[config.mk]
export PLATFORM = sky130hd
export DESIGN_NAME = multi_key_debounce_long_press
export DESIGN_NICKNAME = d
export VERILOG_FILES = /design/src/sv/mkdlp_pkg.sv /design/src/sv/mkdlp_key.sv /design/src/sv/multi_key_debounce_long_press.sv
export VERILOG_INCLUDE_DIRS = /design/src /design/src/sv
export SDC_FILE = /design/constraint.sdc
export NUM_CORES = 1
export LEC_CHECK = 0
export BUFFER_PORTS_ARGS = -buffer_cell sky130_fd_sc_hd__buf_2
export CAP_MARGIN = 0
export CORE_MARGIN = 2
export CORE_UTILIZATION = 65
export CTS_CLUSTER_SIZE = 8
export DETAILED_ROUTE_END_ITERATION = 7
export HOLD_SLACK_MARGIN = 0.06
export PLACE_DENSITY = 0.88
export SETUP_SLACK_MARGIN = 0.4
export SYNTH_ARGS = -nofsm -noshare
export SYNTH_HDL_FRONTEND = slang
export SYNTH_SLANG_ARGS = --single-unit
[constraint.sdc]
create_clock -name clock -period 5.2 [get_ports clock]
set_clock_uncertainty 0.2 [all_clocks]
set_input_delay 0 -clock clock [delete_from_list [all_inputs] [get_ports clock]]
set_output_delay 0 -clock clock [all_outputs]
set_load 0.02 [all_outputs]
[src/sv/multi_key_debounce_long_press_assert.svh]
// ----------------------------------------------------------------------------
// multi_key_debounce_long_press assertion macros
// shared property shapes for the debounce block checks
// ----------------------------------------------------------------------------
`ifndef MULTI_KEY_DEBOUNCE_LONG_PRESS_ASSERT_SVH
`define MULTI_KEY_DEBOUNCE_LONG_PRESS_ASSERT_SVH

// same-cycle implication
`define MKDLP_ASSERT_NOW(lbl, clk, rst, ante, cons) \
   lbl: assert property (@(posedge clk) disable iff (rst) (ante) |-> (cons)) \
      else $error("mkdlp check failed");

// next-cycle implication
`define MKDLP_ASSERT_NEXT(lbl, clk, rst, ante, cons) \
   lbl: assert property (@(posedge clk) disable iff (rst) (ante) |=> (cons)) \
      else $error("mkdlp check failed");

`endif

[src/sv/mkdlp_pkg.sv]
// ----------------------------------------------------------------------------
// mkdlp_pkg
// types and constants of the multi-key debouncer
// ----------------------------------------------------------------------------
`default_nettype none

package mkdlp_pkg;

   localparam int NUM_KEYS    = 4;
   localparam int KEY_IDX_W   = (NUM_KEYS > 1) ? $clog2(NUM_KEYS) : 1;
   localparam int CNT_W       = 16;
   localparam int SEL_W       = 3;
   localparam int REQ_TDATA_W = 8;
   localparam int RSP_TDATA_W = 16;
   localparam int CSR_IDX_W   = 1;

   localparam logic [CNT_W-1:0] TIMEOUT_RESET = 16'd500;
   localparam logic [SEL_W-1:0] SEL_LONG      = 3'd4;

   localparam logic OP_TICK = 1'b0;
   localparam logic OP_READ = 1'b1;

   localparam logic [CSR_IDX_W-1:0] CSR_TIMEOUT_TICKS = 1'd0;
   localparam logic [CSR_IDX_W-1:0] CSR_PRESSED_LEVEL = 1'd1;

   // per-key result of one tick
   typedef struct packed {
      logic press_hit;
      logic long_hit;
      logic stable;
   } key_evt_type;

endpackage

`default_nettype wire

[src/sv/mkdlp_key.sv]
// ----------------------------------------------------------------------------
// mkdlp_key
// one key lane: three-sample filter, accepted level and timeout counter
// ----------------------------------------------------------------------------
`default_nettype none

module mkdlp_key (
   input  wire logic                          clock,
   input  wire logic                          reset,
   input  wire logic                          tick,
   input  wire logic                          level,
   input  wire logic                          pressed_level,
   input  wire logic [mkdlp_pkg::CNT_W-1:0]   timeout_ticks,
   output mkdlp_pkg::key_evt_type             evt
);
   import mkdlp_pkg::*;

   logic             stage_a_ff;
   logic             stage_b_ff;
   logic             accepted_ff;
   logic             accepted_in;
   logic [CNT_W-1:0] count_ff;
   logic [CNT_W-1:0] count_in;
   logic [CNT_W-1:0] count_dec;
   logic             agree;
   logic             is_pressed;

   // after the shift: a = level, b = stage_a, c = stage_b
   always_comb begin
      agree       = (level == stage_a_ff) && (stage_a_ff == stage_b_ff);
      is_pressed  = (stage_b_ff == pressed_level);
      count_dec   = count_ff - CNT_W'(1);
      accepted_in = accepted_ff;
      count_in    = count_ff;
      evt         = '0;
      if (tick && agree) begin
         if (stage_b_ff != accepted_ff) begin
            accepted_in = stage_b_ff;
            if (is_pressed) begin
               count_in      = timeout_ticks;
               evt.press_hit = 1'b1;
            end
         end else if (count_dec == '0) begin
            count_in     = timeout_ticks;
            evt.long_hit = is_pressed;
         end else begin
            count_in = count_dec;
         end
      end
      evt.stable = accepted_in;
   end

   // reset value is the released level for the reset polarity (pressed = 0)
   always_ff @(posedge clock) begin
      if (reset) begin
         stage_a_ff  <= 1'b1;
         stage_b_ff  <= 1'b1;
         accepted_ff <= 1'b1;
         count_ff    <= TIMEOUT_RESET;
      end else begin
         if (tick) begin
            stage_a_ff <= level;
            stage_b_ff <= stage_a_ff;
         end
         accepted_ff <= accepted_in;
         count_ff    <= count_in;
      end
   end

endmodule

`default_nettype wire

[src/sv/multi_key_debounce_long_press.sv]
// ----------------------------------------------------------------------------
// multi_key_debounce_long_press
// four-key debouncer with per-key press flags and a shared long-press flag
// ----------------------------------------------------------------------------
//  channel  dir  handshake            payload
//  req      in   req_tvalid/tready    tuser: op, tdata: key_levels, flag_select
//  rsp      out  rsp_tvalid/tready    tdata: press_flags, long_flag,
//                                     read_value, stable_levels
//  csr      in   csr_valid/ready      csr_index, csr_data
//
//  one word per clock unless the result stalls; each word passes the input
//  register, then the result register. all key lanes update in the cycle the
//  word leaves the input register. a stalled result holds the input register,
//  which still takes one more word. reset is synchronous and takes effect at once.
// ----------------------------------------------------------------------------
`default_nettype none

module multi_key_debounce_long_press (
   input  wire logic                                 clock,
   input  wire logic                                 reset,
   input  wire logic                                 req_tvalid,
   output logic                                      req_tready,
   input  wire logic [mkdlp_pkg::REQ_TDATA_W-1:0]    req_tdata,  // key_levels, flag_select
   input  wire logic                                 req_tuser,  // op
   output logic                                      rsp_tvalid,
   input  wire logic                                 rsp_tready,
   // press_flags, long_flag, read_value, stable_levels
   output logic      [mkdlp_pkg::RSP_TDATA_W-1:0]    rsp_tdata,
   input  wire logic                                 csr_valid,
   output logic                                      csr_ready,
   input  wire logic [mkdlp_pkg::CSR_IDX_W-1:0]      csr_index,
   input  wire logic [mkdlp_pkg::CNT_W-1:0]          csr_data
);
   import mkdlp_pkg::*;

   logic [CNT_W-1:0]       timeout_ticks_ff;
   logic                   pressed_level_ff;

   logic                   s1_valid_ff;
   logic                   s1_op_ff;
   logic [NUM_KEYS-1:0]    s1_levels_ff;
   logic [SEL_W-1:0]       s1_sel_ff;
   logic                   s1_fire;
   logic                   tick;
   logic                   read_fire;

   logic [NUM_KEYS-1:0]    press_ff;
   logic [NUM_KEYS-1:0]    press_in;
   logic                   long_ff;
   logic                   long_in;
   logic                   read_value;
   logic [NUM_KEYS-1:0]    press_hits;
   logic [NUM_KEYS-1:0]    long_hits;
   logic [NUM_KEYS-1:0]    stable_levels;
   logic [KEY_IDX_W-1:0]   key_idx;

   logic                   rsp_valid_ff;
   logic [RSP_TDATA_W-1:0] rsp_data_ff;
   logic [RSP_TDATA_W-1:0] rsp_data_in;

   key_evt_type            evt [NUM_KEYS];

   assign csr_ready  = 1'b1;
   assign s1_fire    = s1_valid_ff && (!rsp_valid_ff || rsp_tready);
   assign req_tready = !s1_valid_ff || s1_fire;
   assign tick       = s1_fire && (s1_op_ff == OP_TICK);
   assign read_fire  = s1_fire && (s1_op_ff == OP_READ);
   assign rsp_tvalid = rsp_valid_ff;
   assign rsp_tdata  = rsp_data_ff;

   // configuration registers
   always_ff @(posedge clock) begin
      if (reset) begin
         timeout_ticks_ff <= TIMEOUT_RESET;
         pressed_level_ff <= 1'b0;
      end else if (csr_valid && csr_ready) begin
         case (csr_index)
            CSR_TIMEOUT_TICKS: timeout_ticks_ff <= csr_data;
            CSR_PRESSED_LEVEL: pressed_level_ff <= csr_data[0];
            default: ;
         endcase
      end
   end

   // input register
   always_ff @(posedge clock) begin
      if (reset) begin
         s1_valid_ff <= 1'b0;
      end else if (req_tready) begin
         s1_valid_ff <= req_tvalid;
      end
   end

   always_ff @(posedge clock) begin
      if (req_tvalid && req_tready) begin
         s1_op_ff     <= req_tuser;
         s1_levels_ff <= req_tdata[NUM_KEYS-1:0];
         s1_sel_ff    <= req_tdata[NUM_KEYS +: SEL_W];
      end
   end

   for (genvar k = 0; k < NUM_KEYS; k++) begin : g_key
      mkdlp_key u_key (
         .clock         (clock),
         .reset         (reset),
         .tick          (tick),
         .level         (s1_levels_ff[k]),
         .pressed_level (pressed_level_ff),
         .timeout_ticks (timeout_ticks_ff),
         .evt           (evt[k])
      );
      assign press_hits[k]    = evt[k].press_hit;
      assign long_hits[k]     = evt[k].long_hit;
      assign stable_levels[k] = evt[k].stable;
   end

   // flag update and read-clear
   always_comb begin
      press_in   = press_ff | press_hits;
      long_in    = long_ff | (|long_hits);
      read_value = 1'b0;
      key_idx    = s1_sel_ff[KEY_IDX_W-1:0];
      if (read_fire) begin
         if (s1_sel_ff == SEL_LONG) begin
            read_value = long_ff;
            long_in    = 1'b0;
         end else if (s1_sel_ff < SEL_W'(NUM_KEYS)) begin
            read_value        = press_ff[key_idx];
            press_in[key_idx] = 1'b0;
         end
      end
      rsp_data_in = RSP_TDATA_W'({stable_levels, read_value, long_in, press_in});
   end

   always_ff @(posedge clock) begin
      if (reset) begin
         press_ff <= '0;
         long_ff  <= 1'b0;
      end else begin
         press_ff <= press_in;
         long_ff  <= long_in;
      end
   end

   // result register
   always_ff @(posedge clock) begin
      if (reset) begin
         rsp_valid_ff <= 1'b0;
      end else if (s1_fire) begin
         rsp_valid_ff <= 1'b1;
      end else if (rsp_tready) begin
         rsp_valid_ff <= 1'b0;
      end
   end

   always_ff @(posedge clock) begin
      if (s1_fire) begin
         rsp_data_ff <= rsp_data_in;
      end
   end

`include "multi_key_debounce_long_press_assert.svh"

   // only a full result register that is stalled can hold off the input side
   `MKDLP_ASSERT_NOW(a_ready_only_on_stall, clock, reset, !req_tready, rsp_tvalid && !rsp_tready)
   // a long-press read leaves the flag clear
   `MKDLP_ASSERT_NEXT(a_long_read_clears, clock, reset, read_fire && (s1_sel_ff == SEL_LONG), !long_ff)
   // a read never raises a press flag
   `MKDLP_ASSERT_NEXT(a_read_no_new_press, clock, reset, read_fire, (press_ff & ~$past(press_ff)) == '0)

endmodule

`default_nettype wire
==> metrics, run 1 <==
Data required, critical path=roughly 5.3 ns; Synth area leader=dfxtp_1; Power Total=between 2 and 2.5 mW; H-tree levels=4; worst path cell trace=inv_1 > ha_1 > nor3b_1 > nand3_1 > xor2_1 > nand3_1 > nor4b_2 > nand3_1 > a32oi_1; Final GP Congestion=0.904; Clock power frac=0.485; largest family of logic cells by synthesized area=simple AND/OR/NAND/NOR gates; critical path class=flip-flop to flip-flop; crit start category=flip-flop; register share of total power=0.417; Placed Area=7520 um2; first-pass GRT wire length=around 40000 um; relative slew slack=0.118; vias per cell=7.13; Final Cycle Share=0.792; failing checks=DRC; FP Rows=38; Slew @ Worst Pin=around 1.3 ns; status=finished, violations left; Routed Antenna Nets=0; layout cell share with drive strength beyond 1=0.120; number of port buffers=41; Top Ports=50; Pre-Repair DR Iteration Count=8; Root Driver=clkbuf_16; fmax=between 200 and 250 MHz; Setup WS post-layout=1.08 ns; Setup violations, final=0; Synth Area in Adders=0.0135; gr usage total=0.403; synthesized area per cell=7.92 um2; final wirelength=24900 um; Max Cap Viol=0; final net count=1031; PD cells=282 nW/um2; area grow syn2layout=17.3%; CTS clock-pin slew for the worst setup and hold paths=0.06 ns; ys async rst share=0; CTS tree=yes; Clock Latency Late Sink=0.43 ns; Cell Count, Final, Fillers Out=1145; Post-CTS Setup Inserts=0; post-synthesis simple-gate area fraction=0.309; Post-Syn Area=~7400 um2; synthesis warning total=0; met3 usage=0.107; Vias=about 8k; setup_tns=0 ns; Compound-Gate Fraction of Synth Area=0.223; Finished Core Util=0.791; Congestion Overflow GR=0; met1 Use GR=0.486; CTS max path bufs=2; Final Hold Fails=0; Net Sw Frac=0.265; post-synthesis sequential area ratio=0.343; LEAKAGE=3.07 nW; Hold WS=0.0752 ns; per-cell routed wire length=~22 um; Final Critical Period=between 4 and 5 ns; busiest grt layer=met2; # clock sinks=118; Final HPWL DP=13400 um; peak supply drop=0.000307 V; Gate power share=0.098; #FFs+latches synth=~120; die width=roughly 110 um; Initial Util=0.674; worst-path fanout max=11; Slowest-stage cell, CP=nor3b_1; post-synthesis cell count=around 940; FILL cells=~680; largest net degree at the start of global routing=64; CP most frequent cell=nand3_1; Die Ht=111 um; CTS resizes=0; worst min path class=input port to flip-flop; post-synthesis mux area share=0.0122; ys flop type=dfxtp_1; distinct cell type count after synthesis=84; full die area=12300 um2; core area=11000 um2; main area contributors after synthesis=dfxtp_1 (27%), edfxtp_1 (7.3%), nand2_1 (5.7%); Cells after DPL=about 1.1k; drc violations=4; pre-CTS setup slack=1.60 ns; Int Pwr=1.80 mW; Critical Path End Type=flip-flop; post-synthesis xor/xnor area fraction=0.0377; CP peak stage delay=about 0.96 ns; P_sw=0.650 mW; vias in the first global route=7525; Post-Layout Inst Area=8690 um2; Synth top area share=0.270; # diodes=0; Final Slew Violations=0; initial antenna violation count=0; CP Data Arrival Time=4.17 ns; met2 Use GR=0.636; First DRT Iteration DRCs=approximately 1.5k; RSZ-0062 raised after global routing=no; Post-synth EDFFs=18; CTS buffer count=17
[cell usage after synthesis (all sizes together) (3+ instances only)]
cell type	instances
buf	28
o221ai	5
o31ai	9
o211ai	12
a31oi	27
o2111a	5
nor4	27
a21oi	68
clkbuf	50
inv	16
a221oi	13
nor4b	9
ha	8
nand4b	8
xnor2	18
mux2	3
o21a	8
or4	14
edfxtp	18
or4b	6
a32oi	3
nand3	63
nand4	27
or3	15
o21bai	3
xor2	13
nor3	34
o2bb2ai	3
nor2b	4
and2	11
mux2i	3
o21ai	61
nor2	71
dfxtp	100
a21o	4
nand2	112
and3	5
or2	7
a2111oi	3
a211oi	3
[power by group through the flow]
stage | registers, mW | clock network (mW) | logic (mW)
final | 1.02 | 1.19 | 0.241
after global routing | 1.02 | 1.23 | 0.256
after CTS | 1.01 | 1.19 | 0.223
after detailed placement | 1.03 | 0 | 0.191
after global placement | 1.03 | 0 | 0.187
after floorplan | 1.00 | 0 | 0.163
[worst paths after layout]
kind | start | end | slack [ns] | cells after the start
max reg2reg | g_key[0].u_key.count_ff[0] | rsp_tdata[4] | 1.08 | 9
min reg2reg | g_key[2].u_key.count_ff[15] | g_key[2].u_key.count_ff[15] | 0.30 | 2
max | g_key[0].u_key.count_ff[0] | rsp_tdata[4] | 1.08 | 9
min | req_tdata[5] | s1_sel_ff[1] | 0.08 | 2
[sequential cells by signal, summed over array words and instances (netlist names)]
signal / flops
g_key.u_key.accepted_ff: 4
g_key.u_key.count_ff: 64
g_key.u_key.stage_a_ff: 4
g_key.u_key.stage_b_ff: 4
long_ff: 1
press_ff: 4
pressed_level_ff: 1
rsp_tdata: 10
rsp_tvalid: 1
s1_levels_ff: 4
s1_op_ff: 1
s1_sel_ff: 3
s1_valid_ff: 1
timeout_ticks_ff: 16
[repair_timing]
action / in CTS / in global routing
hold buffers: 58 / 0
hold endpoints to repair: 56 / 0
setup endpoints to repair: 0 / 0
[cell usage in the layout (no fill, tap or decap), types with 27 or more instances in the layout]
master	n
nand2_1	112
nand3_1	63
a31oi_1	27
nor3_1	30
buf_2	41
nor2_1	71
dfxtp_1	100
a21oi_1	64
dlygate4sd3_1	58
o21ai_0	39
[critical path, delay by kind of cell (launching register included)]
family	cells	cell delay [ns]
flip-flops	1	0.41
AND/OR/NAND/NOR	5	2.19
adder cells (fa/ha/maj)	1	0.29
AO/OA/AOI/OAI	1	0.27
buffers and inverters	1	0.14
XOR/XNOR	1	0.44
[final cells by class]
class,instances,area [um2],area share
multi-input cells,727,4440,0.511
well taps,140,175,0.0202
clock buffers,19,433,0.0498
clock inverters,13,156,0.0180
inverters,17,63.8,0.00734
flip-flops and latches,118,2540,0.293
repair buffers,111,876,0.101
[per-layer routing]
metal  vias to the layer above  wire length (um)
met4                         0              1920
met2                       661             11300
met3                       198              2860
met1                      3709              8840
met5                         -                 0
li1                       3601                 -
[kinds of logic after synthesis]
family | after synthesis
xor gates and xnor gates | 31
other | 2
muxes | 7
adders and majority gates | 8
and+or+nand+nor | 425
AOI/OAI and AO/OA | 249
buffers and inverters | 95
DFF | 118
Note: power is estimated with default switching activity, not from simulation.
==> run 2, diff against run 1 <==
--- a/config.mk
+++ b/config.mk
@@ -9,11 +9,11 @@
 export BUFFER_PORTS_ARGS = -buffer_cell sky130_fd_sc_hd__buf_2
 export CAP_MARGIN = 0
 export CORE_MARGIN = 2
-export CORE_UTILIZATION = 65
+export CORE_UTILIZATION = 56
 export CTS_CLUSTER_SIZE = 8
 export DETAILED_ROUTE_END_ITERATION = 7
 export HOLD_SLACK_MARGIN = 0.06
-export PLACE_DENSITY = 0.88
+export PLACE_DENSITY = 0.81
 export SETUP_SLACK_MARGIN = 0.4
 export SYNTH_ARGS = -nofsm -noshare
 export SYNTH_HDL_FRONTEND = slang
==> constraint.sdc (replaced) <==
create_clock -name clock -period 3.5 [get_ports clock]
set_clock_uncertainty 0.2 [all_clocks]
set_input_delay 0 -clock clock [delete_from_list [all_inputs] [get_ports clock]]
set_output_delay 0 -clock clock [all_outputs]
set_load 0.02 [all_outputs]
==> run 2 against run 1 <==
The flow now finishes without violations. Sequential power up 48%. Count of clock-buffer cells in the layout decreased by 2. Critical path depth rose by 1. Final cell count up 6.6%. Clock power rose by 50%. Register-to-register slack worse by 0.73 ns. Maximum frequency is 31% higher. Global-route usage is 8.5 points lower. Non-clock buffer count increased by 40. Highest routed layer unchanged.
==> metrics, run 2 (synthesis gave the netlist of run 1 again) <==
r2r setup slk=0.35 ns; full die area=14200 um2; critical path class=flip-flop to flip-flop; Initial Util=0.566; Clock Latency Late Sink=between 0.4 and 0.5 ns; commonest non-fill, non-tap cell in the layout=nand2_1; number of port buffers=slightly above 40; worst path cell trace=inv_2 > ha_2 > or4b_4 > xnor2_1 > o31a_1 > or4_4 > o21ai_4 > buf_6 > a221oi_1 > a211oi_1; area occupied by multi-input gates=4610 um2; Levels on crit path=10; Root Driver=clkbuf_16; Top reg by flops=g_key.u_key.count_ff; Slew @ Worst Pin=1.04 ns; Final Cycle Share=0.899; Congestion Overflow GR=0; kind of cell adding the most delay to the critical path=simple AND/OR/NAND/NOR gates; r2r worst-path depth=10; Final HPWL DP=14100 um; Final Critical Period=roughly 3.1 ns; worst min path class=input port to flip-flop; relative slew slack=0.301; Largest register FFs=between 60 and 70; First DRT Iteration DRCs=1034; Setup violations, final=0; commonest cells after routing, fill and taps aside=nand2_1 (112), dfxtp_1 (99), nor2_1 (69); Power Total=3.68 mW; worst-path fanout max=8; Data required, critical path=3.61 ns; per-cell routed wire length=19.2 um; layout cell share with drive strength beyond 1=0.173; first-pass GRT wire length=36400 um; status=complete, no violations; crit path buf inv count=2; area grow syn2layout=24.8%; peak supply drop=0.000407 V; final net count=approximately 1.1k; CP Data Arrival Time=3.26 ns; # clock sinks=118; Hold WS=0.0853 ns; CTS max path bufs=2; Slowest-stage cell, CP=or4_4; vias in the first global route=7204; fmax=318 MHz; Final Slew Violations=0; Die Ht=119 um; CTS tree=yes; Worst Setup SP=g_key[2].u_key.count_ff[0]; Final Hold Fails=0; crit path to=g_key[2].u_key.count_ff[10]; H-tree levels=4; gr usage total=0.318; Critical Path End Type=flip-flop; FP Rows=42; crit start category=flip-flop; largest net degree at the start of global routing=49; FF/Latch Area=around 2500 um2; Top Ports=50; LEAKAGE=3.29 nW; FILL cells=around 960; Max Cap Viol=0; Pre-Repair DR Iteration Count=8; CTS clock-pin slew for the worst setup and hold paths=0.06 ns; RSZ-0062 raised after global routing=yes; # diodes=0; CTS buffer count=17; Vias=8027; drc violations=0; Routed Antenna Nets=0; Final GP Congestion=0.946; PD cells=398 nW/um2; initial antenna violation count=0; setup_tns=0 ns; final wirelength=23500 um; vias per cell=about 6.6; CP peak stage delay=0.53 ns; core area=13100 um2; die width=119 um; R2R Path End=g_key[2].u_key.count_ff[10]; RR Startpoint=g_key[2].u_key.count_ff[0]
run 2: cell count changes in the layout (fill, tap and decap cells not counted), sizes merged:
cell	change
buf	+33
bufinv	-1
clkbuf	-2
clkinv	-1
clkinvlp	-1
dlygate4sd3	+7
inv	+5
run 2: layout make-up:
cell class,instances,share of cell area
inverters,17,0.00690
repair buffers,151,0.131
well taps,176,0.0238
clock inverters,15,0.0181
clock buffers,17,0.0460
multi-input cells,727,0.499
flip-flops and latches,118,0.275
run 2: through the flow:
stage / setup slack, ns / area (um2) / utilization / cells
3_5_place_dp: 0.231 / 7750 / 0.593 / 1116
6_report: 0.352 / 9250 / 0.707 / 1221
3_3_place_gp: 0.335 / 7750 / 0.593 / 1116
4_1_cts: 0.403 / 9030 / 0.690 / 1215
2_1_floorplan: 0.421 / 7430 / - / 940
5_1_grt: 0.372 / 9250 / 0.707 / 1221
run 2: power breakdown:
group | switching [mW] | total [mW] | internal, mW | leakage (nW)
clock network | 0.719 | 1.78 | 1.06 | 0.286
logic | 0.221 | 0.394 | 0.172 | 2.03
registers | 0.0875 | 1.51 | 1.42 | 0.974
run 2: timing repair:
item                                    CTS  global route
endpoints found under the setup margin   14            40
buffers inserted                          2             6
gates cloned                              0             0
endpoints found under the hold margin   102             0
hold buffers                             65             0
gates resized for setup                   5            31
pin swaps                                 2            12
run 2: worst min path at each step:
| stage | startpoint | to | cells past startpoint |
|---|---|---|---|
| final | req_tdata[6] | s1_sel_ff[2] | 2 |
| after global routing | req_tdata[5] | s1_sel_ff[1] | 2 |
| after CTS | req_tdata[2] | s1_levels_ff[2] | 2 |
| after detailed placement | req_tdata[0] | s1_levels_ff[0] | 1 |
| after global placement | req_tdata[6] | s1_sel_ff[2] | 1 |
| after floorplan | req_tdata[0] | s1_levels_ff[0] | 0 |
run 2: worst register-to-register path, delay by kind of cell, from the launching register on:
family                   cells  cell delay, ns
AND/OR/NAND/NOR              2            1.02
AO/OA/AOI/OAI                4            0.91
flip-flops                   1            0.37
buffers and inverters        2            0.22
adder cells (fa/ha/maj)      1            0.17
XOR/XNOR                     1            0.15
run 2: layer usage:
layer  share of wire  up-vias  global-route usage
met5               0        -                   0
met3           0.093       92              0.0747
met4           0.046        0               0.172
li1                -     3680                   -
met2            0.46      462               0.494
met1            0.40     3793               0.409
==> run 3, diff against run 2 <==
--- a/config.mk
+++ b/config.mk
@@ -8,12 +8,14 @@
 export LEC_CHECK = 0
 export BUFFER_PORTS_ARGS = -buffer_cell sky130_fd_sc_hd__buf_2
 export CAP_MARGIN = 0
-export CORE_MARGIN = 2
+export CORE_ASPECT_RATIO = 0.6
+export CORE_MARGIN = 3
 export CORE_UTILIZATION = 56
 export CTS_CLUSTER_SIZE = 8
 export DETAILED_ROUTE_END_ITERATION = 7
 export HOLD_SLACK_MARGIN = 0.06
 export PLACE_DENSITY = 0.81
+export REMOVE_ABC_BUFFERS = 1
 export SETUP_SLACK_MARGIN = 0.4
 export SYNTH_ARGS = -nofsm -noshare
 export SYNTH_HDL_FRONTEND = slang
==> run 3 against run 2 <==
Register-to-register slack about the same. Final cell count decreased by 1.1%. Maximum frequency increased by 0.42%. First-iteration DRC count increased by 27%. Global-route usage increased by 2.8 points. Final area increased by 0.43%. Sequential power about the same. Worst setup slack improved by 0.013 ns. Non-clock buffer count decreased by 3. Critical path type unchanged. Critical endpoint is now g_key[1].u_key.count_ff[0]. Highest routed layer unchanged.
==> metrics, run 3 (synthesis gave the netlist of run 1 again) <==
status=complete, no violations; setup_tns=0 ns; Setup WS post-layout=0.365 ns; pre-CTS setup slack=around 0.28 ns; LEAKAGE=3.33 nW; layout cell share with drive strength beyond 1=0.183; Final Critical Period=3.13 ns; FF/Latch Area=about 2500 um2; core area=approximately 12000 um2; # diodes=0; Largest register FFs=64; Routed Antenna Nets=0; vias in the first global route=7288; Slew @ Worst Pin=about 1.2 ns; met2 Use GR=0.493; vias per cell=around 7; H-tree levels=4; CTS buffer count=17; Finished Core Util=0.744; initial antenna violation count=0; met3 usage=0.102; Data required, critical path=around 3.6 ns; busiest grt layer=met2; Pre-Repair DR Iteration Count=8; RSZ-0062 raised after global routing=yes; Hold Startpoint=req_tuser; Final Slew Violations=0; number of port buffers=41; Setup violations, final=0; worst-path fanout max=11; peak supply drop=0.000299 V; area occupied by multi-input gates=4660 um2; crit start category=flip-flop; final wirelength=26600 um; per-cell routed wire length=roughly 22 um; CTS tree=yes; relative slew slack=0.191; Final Cycle Share=0.896; Worst Setup SP=g_key[1].u_key.count_ff[1]; Placed Area=7760 um2; FP Rows=31; commonest non-fill, non-tap cell in the layout=nand2_1; Vias=approximately 8.3k; Initial Util=0.593; Top reg by flops=g_key.u_key.count_ff; Top Ports=50; Final Hold Fails=0; drc violations=0; Max Cap Viol=0; gr usage total=0.346; Die Ht=~95 um; CTS max path bufs=2; die width=154 um; final net count=about 1.1k; area grow syn2layout=25.4%; PD cells=414 nW/um2; FILL cells=around 800; Clock Latency Late Sink=0.42 ns; critical path class=flip-flop to flip-flop; Final HPWL DP=between 15000 and 20000 um; Congestion Overflow GR=0; fmax=319 MHz; largest net degree at the start of global routing=49; full die area=14700 um2; commonest cells after routing, fill and taps aside=nand2_1 (112), dfxtp_1 (98), nor2_1 (69); CP Data Arrival Time=3.28 ns; first-pass GRT wire length=40200 um; CTS clock-pin slew for the worst setup and hold paths=around 0.060 ns; Post-Layout Inst Area=9290 um2; Final GP Congestion=0.977; RR Startpoint=g_key[1].u_key.count_ff[1]; # clock sinks=118; Critical Path End Type=flip-flop; First DRT Iteration DRCs=1316; met1 Use GR=0.482; Root Driver=clkbuf_16; worst min path class=input port to flip-flop
[run 3: cell types whose count changed in the layout (fill, tap and decap cells not counted), moves of 3 or more]
cell / before / now
nor3_2: 3 / 6
buf_4: 42 / 45
dlygate4sd3_1: 65 / 56
nor4_4: 0 / 3
inv_6: 4 / 0
nor4_1: 24 / 20
bufinv_16: 2 / 5
[run 3: final timing paths]
check / endpoint / slack (ns) / depth (start not counted)
setup reg to reg: g_key[1].u_key.count_ff[0] / 0.37 / 10
setup / recovery: g_key[1].u_key.count_ff[0] / 0.37 / 10
hold / removal: s1_op_ff / 0.08 / 2
hold reg to reg: g_key[2].u_key.count_ff[1] / 0.32 / 2
[run 3: metrics by stage]
step           instances  hold WS (ns)  power [mW]
2_1_floorplan        862        -0.131        1.70
3_3_place_gp        1106       -0.0234        1.83
3_5_place_dp        1106       -0.0213        1.84
4_1_cts             1195        0.0838        3.77
5_1_grt             1207         0.111        3.93
6_report            1207        0.0845        3.85
[run 3: final cells by class]
type | count | share of cell area
clock buffers | 19 | 0.0466
clock inverters | 13 | 0.0221
inverters | 17 | 0.00687
multi-input cells | 727 | 0.501
flip-flops and latches | 118 | 0.275
well taps | 165 | 0.0222
repair buffers | 148 | 0.126
[run 3: timing repair]
action / in CTS / in global routing
buffers inserted: 0 / 12
hold buffers: 56 / 0
endpoints found under the hold margin: 54 / 0
cloned: 1 / 0
resized for setup: 10 / 35
setup endpoints to repair: 19 / 47
pin swaps: 1 / 12
[run 3: critical path, stage by stage, from the launching register on]
cell and delay [ns]:
dfxtp_1 0.35, inv_2 0.11, ha_4 0.18, or4b_4 0.53, xnor2_1 0.18, o31ai_2 0.31, nand4_1 0.26, o21ai_2 0.24
buf_6 0.19, mux2_1 0.35, a21oi_1 0.17
[run 3: routing by layer]
metal | share of wire | vias to the layer above | wire (um)
met5 | 0 | - | 0
met3 | 0.14 | 152 | 3690
met4 | 0.046 | 0 | 1230
li1 | - | 3670 | -
met2 | 0.41 | 669 | 11000
met1 | 0.40 | 3846 | 10700
[run 3: power breakdown]
group          total (mW)  internal [mW]  switching [mW]  leakage (nW)
combinational       0.404          0.168           0.236          2.05
sequential           1.51           1.42          0.0940         0.975
clock                1.93           1.26           0.670         0.303
total                3.85           2.85            1.00          3.33
